## config.mk

```make
export PLATFORM = sky130hd
export DESIGN_NAME = polynomial_multiply
export DESIGN_NICKNAME = d
export VERILOG_FILES = /design/src/rtl/pm_pkg.sv /design/src/rtl/pm_ram.sv /design/src/rtl/pm_ctrl.sv /design/src/rtl/pm_datapath.sv /design/src/rtl/polynomial_multiply.sv
export SDC_FILE = /design/constraint.sdc
export NUM_CORES = 2
export LEC_CHECK = 0
export ABC_AREA = 1
export BUFFER_PORTS_ARGS = -buffer_cell sky130_fd_sc_hd__buf_2
export CAP_MARGIN = 20
export CORE_UTILIZATION = 64
export CTS_CLUSTER_DIAMETER = 80
export CTS_CLUSTER_SIZE = 12
export DETAILED_ROUTE_END_ITERATION = 6
export PLACE_DENSITY = 0.79
export SLEW_MARGIN = 0
export SYNTH_ARGS = -nofsm -noshare
export SYNTH_HDL_FRONTEND = slang
export SYNTH_SLANG_ARGS = --single-unit
export TNS_END_PERCENT = 100
```

## constraint.sdc

```tcl
create_clock -name clk -period 7.4 [get_ports clk]
set_input_delay 0.74 -clock clk [delete_from_list [all_inputs] [get_ports clk]]
set_output_delay 0.74 -clock clk [all_outputs]
set_load 0.01 [all_outputs]
```

## src/rtl/pm_pkg.sv

```systemverilog
// pm_pkg: shared widths, defaults and the command/status structs of the
// polynomial multiplier. No dependencies.
package pm_pkg;

	localparam int MAX_TERMS_DEF = 32;
	localparam int COEFF_IN_W    = 16;
	localparam int PROD_W        = 2 * COEFF_IN_W;
	localparam int COEFF_OUT_W   = 40;
	localparam int POWER_W       = 6;
	localparam int IN_DATA_W     = 16;
	localparam int OUT_DATA_W    = 48;

	// controller to datapath
	typedef struct packed {
		logic load;        // input beat accepted
		logic start_coeff; // set up the index range of the next coefficient
		logic issue;       // read one a/b pair and advance
		logic emit;        // move the accumulator into the output register
		logic finish;      // empty both operands and the drop flag
	} cmd_t;

	// datapath to controller
	typedef struct packed {
		logic a_empty;
		logic last_pair;
		logic last_coeff;
		logic acc_done;
		logic out_free;
	} sts_t;

endpackage

```

## src/rtl/pm_ram.sv

```systemverilog
// pm_ram: generic single-write, single-read RAM with registered read data.
// No dependencies.
module pm_ram #(
	parameter int WIDTH = 16,
	parameter int DEPTH = 32,
	parameter int AW    = (DEPTH > 1) ? $clog2(DEPTH) : 1
) (
	input  logic             clk,
	input  logic             wr_en,
	input  logic [AW-1:0]    wr_addr,
	input  logic [WIDTH-1:0] wr_data,
	input  logic             rd_en,
	input  logic [AW-1:0]    rd_addr,
	output logic [WIDTH-1:0] rd_data
);

	logic [WIDTH-1:0] mem_q [DEPTH];

	always_ff @(posedge clk) begin
		if (wr_en) begin
			mem_q[wr_addr] <= wr_data;
		end
		if (rd_en) begin
			rd_data <= mem_q[rd_addr];
		end
	end

endmodule

```

## src/rtl/pm_ctrl.sv

```systemverilog
// pm_ctrl: sequencer of the polynomial multiplier: loading, per-coefficient
// issue of a/b pairs, and result emission. Depends on pm_pkg.
module pm_ctrl (
	input  logic         clk,
	input  logic         arst_n,
	input  logic         in_valid,
	input  logic         in_mode,
	input  logic         in_last,
	output logic         in_ready,
	input  pm_pkg::sts_t sts,
	output pm_pkg::cmd_t cmd
);

	localparam logic [1:0] ST_LOAD  = 2'd0;
	localparam logic [1:0] ST_START = 2'd1;
	localparam logic [1:0] ST_ISSUE = 2'd2;
	localparam logic [1:0] ST_WAIT  = 2'd3;

	logic [1:0] state_q;
	logic [1:0] state_d;
	logic       can_emit;

	assign in_ready = (state_q == ST_LOAD);
	assign can_emit = (sts.acc_done || sts.a_empty) && sts.out_free;

	always_comb begin
		state_d = state_q;
		cmd     = '0;
		case (state_q)
			ST_LOAD: begin
				cmd.load = in_valid;
				if (in_valid && in_mode && in_last) begin
					state_d = ST_START;
				end
			end
			ST_START: begin
				cmd.start_coeff = 1'b1;
				state_d = sts.a_empty ? ST_WAIT : ST_ISSUE;
			end
			ST_ISSUE: begin
				cmd.issue = 1'b1;
				if (sts.last_pair) begin
					state_d = ST_WAIT;
				end
			end
			ST_WAIT: begin
				if (can_emit) begin
					cmd.emit = 1'b1;
					if (sts.last_coeff) begin
						cmd.finish = 1'b1;
						state_d = ST_LOAD;
					end else begin
						state_d = ST_START;
					end
				end
			end
			default: begin
				state_d = ST_LOAD;
			end
		endcase
	end

	always_ff @(posedge clk or negedge arst_n) begin
		if (!arst_n) begin
			state_q <= ST_LOAD;
		end else begin
			state_q <= state_d;
		end
	end

endmodule

```

## src/rtl/pm_datapath.sv

```systemverilog
// pm_datapath: operand stores, counters, a/b index generation, multiply-
// accumulate pipeline and output register. Depends on pm_pkg and pm_ram.
module pm_datapath #(
	parameter int MAX_TERMS = pm_pkg::MAX_TERMS_DEF
) (
	input  logic                             clk,
	input  logic                             arst_n,
	input  pm_pkg::cmd_t                     cmd,
	output pm_pkg::sts_t                     sts,
	input  logic                             in_mode,
	input  logic [pm_pkg::COEFF_IN_W-1:0]    in_coeff,
	output logic                             out_valid,
	input  logic                             out_ready,
	output logic [pm_pkg::COEFF_OUT_W-1:0]   out_coeff,
	output logic [pm_pkg::POWER_W-1:0]       out_power,
	output logic                             out_last,
	output logic                             out_overflow
);

	localparam int AW = (MAX_TERMS > 1) ? $clog2(MAX_TERMS) : 1;
	localparam int CW = $clog2(MAX_TERMS + 1);
	localparam int PW = pm_pkg::POWER_W;

	logic [CW-1:0] cnt_a_q, cnt_b_q;
	logic          drop_q;
	logic [PW-1:0] k_q, i_q;
	logic [PW-1:0] na, nb, lo, hi, j, total_m1;
	logic          a_full, b_full;
	logic          wr_a, wr_b;

	logic [pm_pkg::COEFF_IN_W-1:0] a_rd, b_rd;
	logic                          valid_s1, last_s1;
	logic                          valid_s2, last_s2;
	logic signed [pm_pkg::PROD_W-1:0]      prod_s2;
	logic signed [pm_pkg::COEFF_OUT_W-1:0] acc_q;
	logic                                  done_q;

	assign na       = PW'(cnt_a_q);
	assign nb       = PW'(cnt_b_q);
	assign a_full   = (cnt_a_q == CW'(MAX_TERMS));
	assign b_full   = (cnt_b_q == CW'(MAX_TERMS));
	assign wr_a     = cmd.load && !in_mode && !a_full;
	assign wr_b     = cmd.load && in_mode && !b_full;
	// valid pairs of power k: max(0, k-nb+1) <= i <= min(k, na-1)
	assign lo       = (k_q >= nb) ? k_q - nb + 1'b1 : '0;
	assign hi       = (k_q < na) ? k_q : na - 1'b1;
	assign j        = k_q - i_q;
	assign total_m1 = na + nb - PW'(2);

	assign sts.a_empty    = (cnt_a_q == '0);
	assign sts.last_pair  = (i_q == hi);
	assign sts.last_coeff = sts.a_empty || (k_q == total_m1);
	assign sts.acc_done   = done_q;
	assign sts.out_free   = !out_valid || out_ready;

	pm_ram #(.WIDTH(pm_pkg::COEFF_IN_W), .DEPTH(MAX_TERMS)) u_ram_a (
		.clk     (clk),
		.wr_en   (wr_a),
		.wr_addr (cnt_a_q[AW-1:0]),
		.wr_data (in_coeff),
		.rd_en   (cmd.issue),
		.rd_addr (i_q[AW-1:0]),
		.rd_data (a_rd)
	);

	pm_ram #(.WIDTH(pm_pkg::COEFF_IN_W), .DEPTH(MAX_TERMS)) u_ram_b (
		.clk     (clk),
		.wr_en   (wr_b),
		.wr_addr (cnt_b_q[AW-1:0]),
		.wr_data (in_coeff),
		.rd_en   (cmd.issue),
		.rd_addr (j[AW-1:0]),
		.rd_data (b_rd)
	);

	// operand counters and index registers
	always_ff @(posedge clk or negedge arst_n) begin
		if (!arst_n) begin
			cnt_a_q <= '0;
			cnt_b_q <= '0;
			drop_q  <= 1'b0;
			k_q     <= '0;
			i_q     <= '0;
		end else begin
			if (wr_a) begin
				cnt_a_q <= cnt_a_q + 1'b1;
			end
			if (wr_b) begin
				cnt_b_q <= cnt_b_q + 1'b1;
			end
			if (cmd.load && ((!in_mode && a_full) || (in_mode && b_full))) begin
				drop_q <= 1'b1;
			end
			if (cmd.start_coeff) begin
				i_q <= lo;
			end else if (cmd.issue) begin
				i_q <= i_q + 1'b1;
			end
			if (cmd.finish) begin
				cnt_a_q <= '0;
				cnt_b_q <= '0;
				drop_q  <= 1'b0;
				k_q     <= '0;
			end else if (cmd.emit) begin
				k_q <= k_q + 1'b1;
			end
		end
	end

	// read, multiply, accumulate
	always_ff @(posedge clk or negedge arst_n) begin
		if (!arst_n) begin
			valid_s1 <= 1'b0;
			last_s1  <= 1'b0;
			valid_s2 <= 1'b0;
			last_s2  <= 1'b0;
			done_q   <= 1'b0;
		end else begin
			valid_s1 <= cmd.issue;
			last_s1  <= cmd.issue && sts.last_pair;
			valid_s2 <= valid_s1;
			last_s2  <= last_s1;
			if (cmd.start_coeff) begin
				done_q <= 1'b0;
			end else if (valid_s2 && last_s2) begin
				done_q <= 1'b1;
			end
		end
	end

	always_ff @(posedge clk) begin
		if (valid_s1) begin
			prod_s2 <= $signed(a_rd) * $signed(b_rd);
		end
		if (cmd.start_coeff) begin
			acc_q <= '0;
		end else if (valid_s2) begin
			acc_q <= acc_q + pm_pkg::COEFF_OUT_W'(prod_s2);
		end
	end

	// output register
	always_ff @(posedge clk or negedge arst_n) begin
		if (!arst_n) begin
			out_valid <= 1'b0;
		end else if (cmd.emit) begin
			out_valid <= 1'b1;
		end else if (out_ready) begin
			out_valid <= 1'b0;
		end
	end

	always_ff @(posedge clk) begin
		if (cmd.emit) begin
			out_coeff    <= acc_q;
			out_power    <= k_q;
			out_last     <= sts.last_coeff;
			out_overflow <= drop_q;
		end
	end

	a_emit_free: assert property (@(posedge clk) disable iff (!arst_n)
		cmd.emit |-> (!out_valid || out_ready))
		else $error("result loaded over an unaccepted beat");

	a_issue_a_range: assert property (@(posedge clk) disable iff (!arst_n)
		cmd.issue |-> (PW'(i_q) < na))
		else $error("operand a index beyond its count");

	a_issue_b_range: assert property (@(posedge clk) disable iff (!arst_n)
		cmd.issue |-> (j < nb))
		else $error("operand b index beyond its count");

	a_load_idle: assert property (@(posedge clk) disable iff (!arst_n)
		cmd.load |-> (!valid_s1 && !valid_s2))
		else $error("input beat taken while the mac pipeline is busy");

endmodule

```

## src/rtl/polynomial_multiply.sv

```systemverilog
// polynomial_multiply: top level of the coefficient-convolution multiplier.
// Depends on pm_pkg, pm_ctrl, pm_datapath (and pm_ram below it).
//
// Send the coefficients of operand A with tuser 0, then those of operand B
// with tuser 1, lowest power first, one beat per cycle; tlast on a B beat
// starts the product (tlast on an A beat has no effect). Up to MAX_TERMS
// coefficients per operand are kept, the rest are dropped and flagged in
// the result tuser. The block then returns lenA+lenB-1 product
// coefficients, lowest power first, with tlast on the highest one, or a
// single zero coefficient if A was empty; input is not taken until the last
// result has been loaded into the output register. One multiply-accumulate
// runs per cycle through a read, multiply, accumulate pipeline while the pairs
// of one coefficient are issued; the next one waits for a free output register.
module polynomial_multiply #(
	parameter int MAX_TERMS = pm_pkg::MAX_TERMS_DEF
) (
	input  logic                          clk,
	input  logic                          arst_n,
	input  logic                          s_tvalid,
	output logic                          s_tready,
	input  logic [pm_pkg::IN_DATA_W-1:0]  s_tdata,  // [15:0] coeff_in
	input  logic                          s_tuser,  // [0] mode
	input  logic                          s_tlast,  // last_in
	output logic                          m_tvalid,
	input  logic                          m_tready,
	output logic [pm_pkg::OUT_DATA_W-1:0] m_tdata,  // [39:0] coeff_out, [45:40] power
	output logic                          m_tuser,  // [0] overflow
	output logic                          m_tlast   // last_out
);

	pm_pkg::cmd_t cmd;
	pm_pkg::sts_t sts;

	logic [pm_pkg::COEFF_OUT_W-1:0] out_coeff;
	logic [pm_pkg::POWER_W-1:0]     out_power;

	pm_ctrl u_ctrl (
		.clk      (clk),
		.arst_n   (arst_n),
		.in_valid (s_tvalid),
		.in_mode  (s_tuser),
		.in_last  (s_tlast),
		.in_ready (s_tready),
		.sts      (sts),
		.cmd      (cmd)
	);

	pm_datapath #(.MAX_TERMS(MAX_TERMS)) u_datapath (
		.clk          (clk),
		.arst_n       (arst_n),
		.cmd          (cmd),
		.sts          (sts),
		.in_mode      (s_tuser),
		.in_coeff     (s_tdata[pm_pkg::COEFF_IN_W-1:0]),
		.out_valid    (m_tvalid),
		.out_ready    (m_tready),
		.out_coeff    (out_coeff),
		.out_power    (out_power),
		.out_last     (m_tlast),
		.out_overflow (m_tuser)
	);

	assign m_tdata = {2'b00, out_power, out_coeff};

endmodule
```

==> metrics.cfg <==
[logic_synthesis]
yosysWarnings = 0
synth_top_area_share_pct = 55.8
yosys.area.top_type = edfxtp_1
synthCells = 5482
synth-edff-count = 1136
synthesis.area_sq_um = 61200
synth_area_leaders = edfxtp_1, fa_1, nor2_1
ys_types = 61
synth-async-reset-ratio_pct = 2.73
ys_ff_latch = 1209
synth_flop_cell = edfxtp_1
ys_seq_area_share_pct = 58.4
syn_area_per_cell_sq_um = 11.2

[worst_setup_path]
critPathSlowestCell = fa_1
reg2reg_to = u_datapath.prod_s2[28]
path_buf_inv = 3
crit_fanout = 16
reg2reg_depth = 16
critPathMostFrequentCell = fa_1
path_cells = nand2_1 -> inv_1 -> fa_1 -> fa_1 -> inv_1 -> fa_1 -> fa_1 -> fa_1 -> fa_1 -> inv_1 -> ha_1 -> a21oi_1 -> o21ai_0 -> a221oi_1 -> o211ai_1 -> xor2_1
end_kind = flip-flop
worstPathRequired_ps = 7840
cp_top_family = adder cells
worst-setup-path-type = flip-flop to flip-flop
rrSetupSlack_ps = 1220
reg2reg_from = u_datapath.u_ram_a.rd_data[15]
max_stage_delay_ps = 780
startpoint_type = flip-flop
arrival_ps = 6630

[clock_network]
cts_setup_buffers = 0
clkLatencyLatePin_ps = 720
path_clk_slew_ps = 60
htreeDepth = 3
cts_tree = yes
cts_root_buffer = clkbuf_16
hold_buffers = 0
cts_resized = 0
numCtsBuffers = 111
clock_tree.buffer_depth = 3
clock_sinks = 1209

[run]
cap_violations = 0

[sta]
slew_violations = 0
finalSetupViolations = 0
rsz0062_at_grt = false
setup_tns_ps = 0
fin_skew_ps = 30.9
fmax_ghz = 0.162
hold_viol = 0
worstMarginPinSlew_ps = 965
fin_crit_ps = 6180
maxSlewHeadroom_pct = 35.7
finalCritPeriodShare_pct = 83.5

[detailed_routing]
m1WireLength_mm = 58.9
wl_met3_mm = 14.6
drt-vias-per-instance = 6.10
highest_layer = met5
detail_route.wl_per_cell_microns = 22.0
drtPass1Iterations = 6
drcViolationCount = 0
ant_nets = 0
dr.first_iter.drc_count = 5050
vias = 41600
wl_met2_mm = 72.0
drt-total-wl_mm = 150

[floorplanning]
die_width_microns = 311
start_util_pct = 64.5
fp.dieH_microns = 311
num_io_pins = 74
fp.coreArea_sq_um = 94900
die-area_sq_um = 96800
rows = 113

[global_route]
track_usage_pct = 31.0
grt_max_degree = 194
grt_pass1_wl_mm = 231
grt_pass1_vias = 40600
grt-ovfl-total = 0
antenna_found_initial = 6

[final_layout]
area_growth_pct = 7.81
layout-drive-gt1-share_pct = 6.50
design_area_sq_um = 66000
layout.nets = 5948
fill_cells = 6571

[placement]
place_congestion = 0.953
port_buffers = 71
dp_hpwl_mm = 95.4
dpl_cell_area_sq_um = 62800

[run_status]
outcome = finished, final reports clean

[min_path]
hp-class = primary input to async pin

layout make-up:
cell class                 count  area (sq um)  share of cell area, %
sequential                  1209         35700                   54.2
antenna                        1          2.50                0.00379
tap                         1265          1580                   2.40
inverter                     624          2350                   3.57
timing repair buffer         180          1220                   1.86
multi-input combinational   3367         21900                   33.3
clock buffer                 165          3000                   4.55
clock inverter                 9           111                  0.169
stage by stage:
stage | cells | utilization (%) | hold WS (ps) | setup WS, ps
floorplan | 5483 | - | 331 | 1750
global placement | 6645 | 66.2 | 339 | 1310
detailed placement | 6645 | 66.2 | 354 | 1240
CTS | 6819 | 69.5 | 118 | 1230
global route | 6819 | 69.5 | 178 | 767
finish | 6820 | 69.5 | 142 | 1220
state kept, by name (all words and copies together) (netlist names), 2 cells and up:
signal,flops
u_datapath.out_coeff,40
u_datapath.cnt_b_q,6
u_datapath.cnt_a_q,6
u_datapath.u_ram_a.mem_q,512
u_datapath.acc_q,40
u_datapath.out_power,6
u_datapath.prod_s2,32
u_datapath.i_q,6
u_datapath.u_ram_b.rd_data,16
u_datapath.u_ram_b.mem_q,512
u_datapath.k_q,6
u_ctrl.state_q,2
u_datapath.u_ram_a.rd_data,16
worst reg2reg max path: stages, from the launching register on:
cell	delay (ps)
edfxtp_1	630
nand2_1	220
inv_1	100
fa_1	630
fa_1	780
inv_1	180
fa_1	510
fa_1	570
fa_1	430
fa_1	490
inv_1	40
ha_1	320
a21oi_1	210
o21ai_0	150
a221oi_1	310
o211ai_1	180
xor2_1	170
worst max-delay path by stage:
stage	start	endpoint	cells after the start
after floorplan	u_datapath.u_ram_b.rd_data[5]	u_datapath.prod_s2[30]	21
after global routing	u_datapath.u_ram_a.rd_data[15]	u_datapath.prod_s2[28]	16
final	u_datapath.u_ram_a.rd_data[15]	u_datapath.prod_s2[28]	16
after global placement	u_datapath.u_ram_a.rd_data[15]	u_datapath.prod_s2[30]	19
after CTS	u_datapath.u_ram_a.rd_data[15]	u_datapath.prod_s2[28]	16
after detailed placement	u_datapath.u_ram_a.rd_data[15]	u_datapath.prod_s2[28]	16
synthesized netlist by cell type, types with 33 or more instances:
master    count
o221ai_1    103
inv_1       614
clkbuf_1    184
nand2_1     762
nand3_1     158
dfrtp_1      33
o22ai_1      90
a21oi_1     116
dfxtp_1      40
ha_1        165
xor2_1       50
a31oi_1      36
o21ai_0     480
mux2i_1      64
edfxtp_1   1136
fa_1        268
o32ai_1      64
nor2_1      848
buf_2        65
per-layer routing:
layer,vias to the layer above,global-route usage [%]
met1,20300,42.7
met5,-,0
met4,6,10.5
li1,18800,-
met2,2186,50.5
met3,298,5.21
placed cells by master, fill, tap and decap left out, drive strengths merged, types with 7 or more instances in the layout:
master  count
fa        268
xor2       50
nand2     766
edfxtp   1136
o21bai     11
a21oi     117
clkinv     11
o22ai      90
dfxtp      40
nor3       25
o21ai     486
o32ai      64
nand4      26
o221ai    103
ha        165
clkbuf    165
a31oi      36
dfrtp      33
or2         7
nand3     159
o31ai      16
inv       622
nor2      851
mux2i      64
buf       180
xnor2      24
logic make-up (layout without fill, tap and decap cells):
kind of cell,Yosys count,count (layout),share of synthesized area (%)
AOI/OAI and AO/OA,949,949,9.43
xor gates and xnor gates,74,74,1.06
adders and majority gates,433,433,12.1
buffers and inverters,907,978,5.88
DFF,1209,1209,58.4
muxes,64,64,1.05
other,1,3,0.00613
and+or+nand+nor,1845,1845,12.0
Power is left out: the tool's default activity adds up to more than one toggle a clock period on the data nets, which glitch-free logic cannot reach.
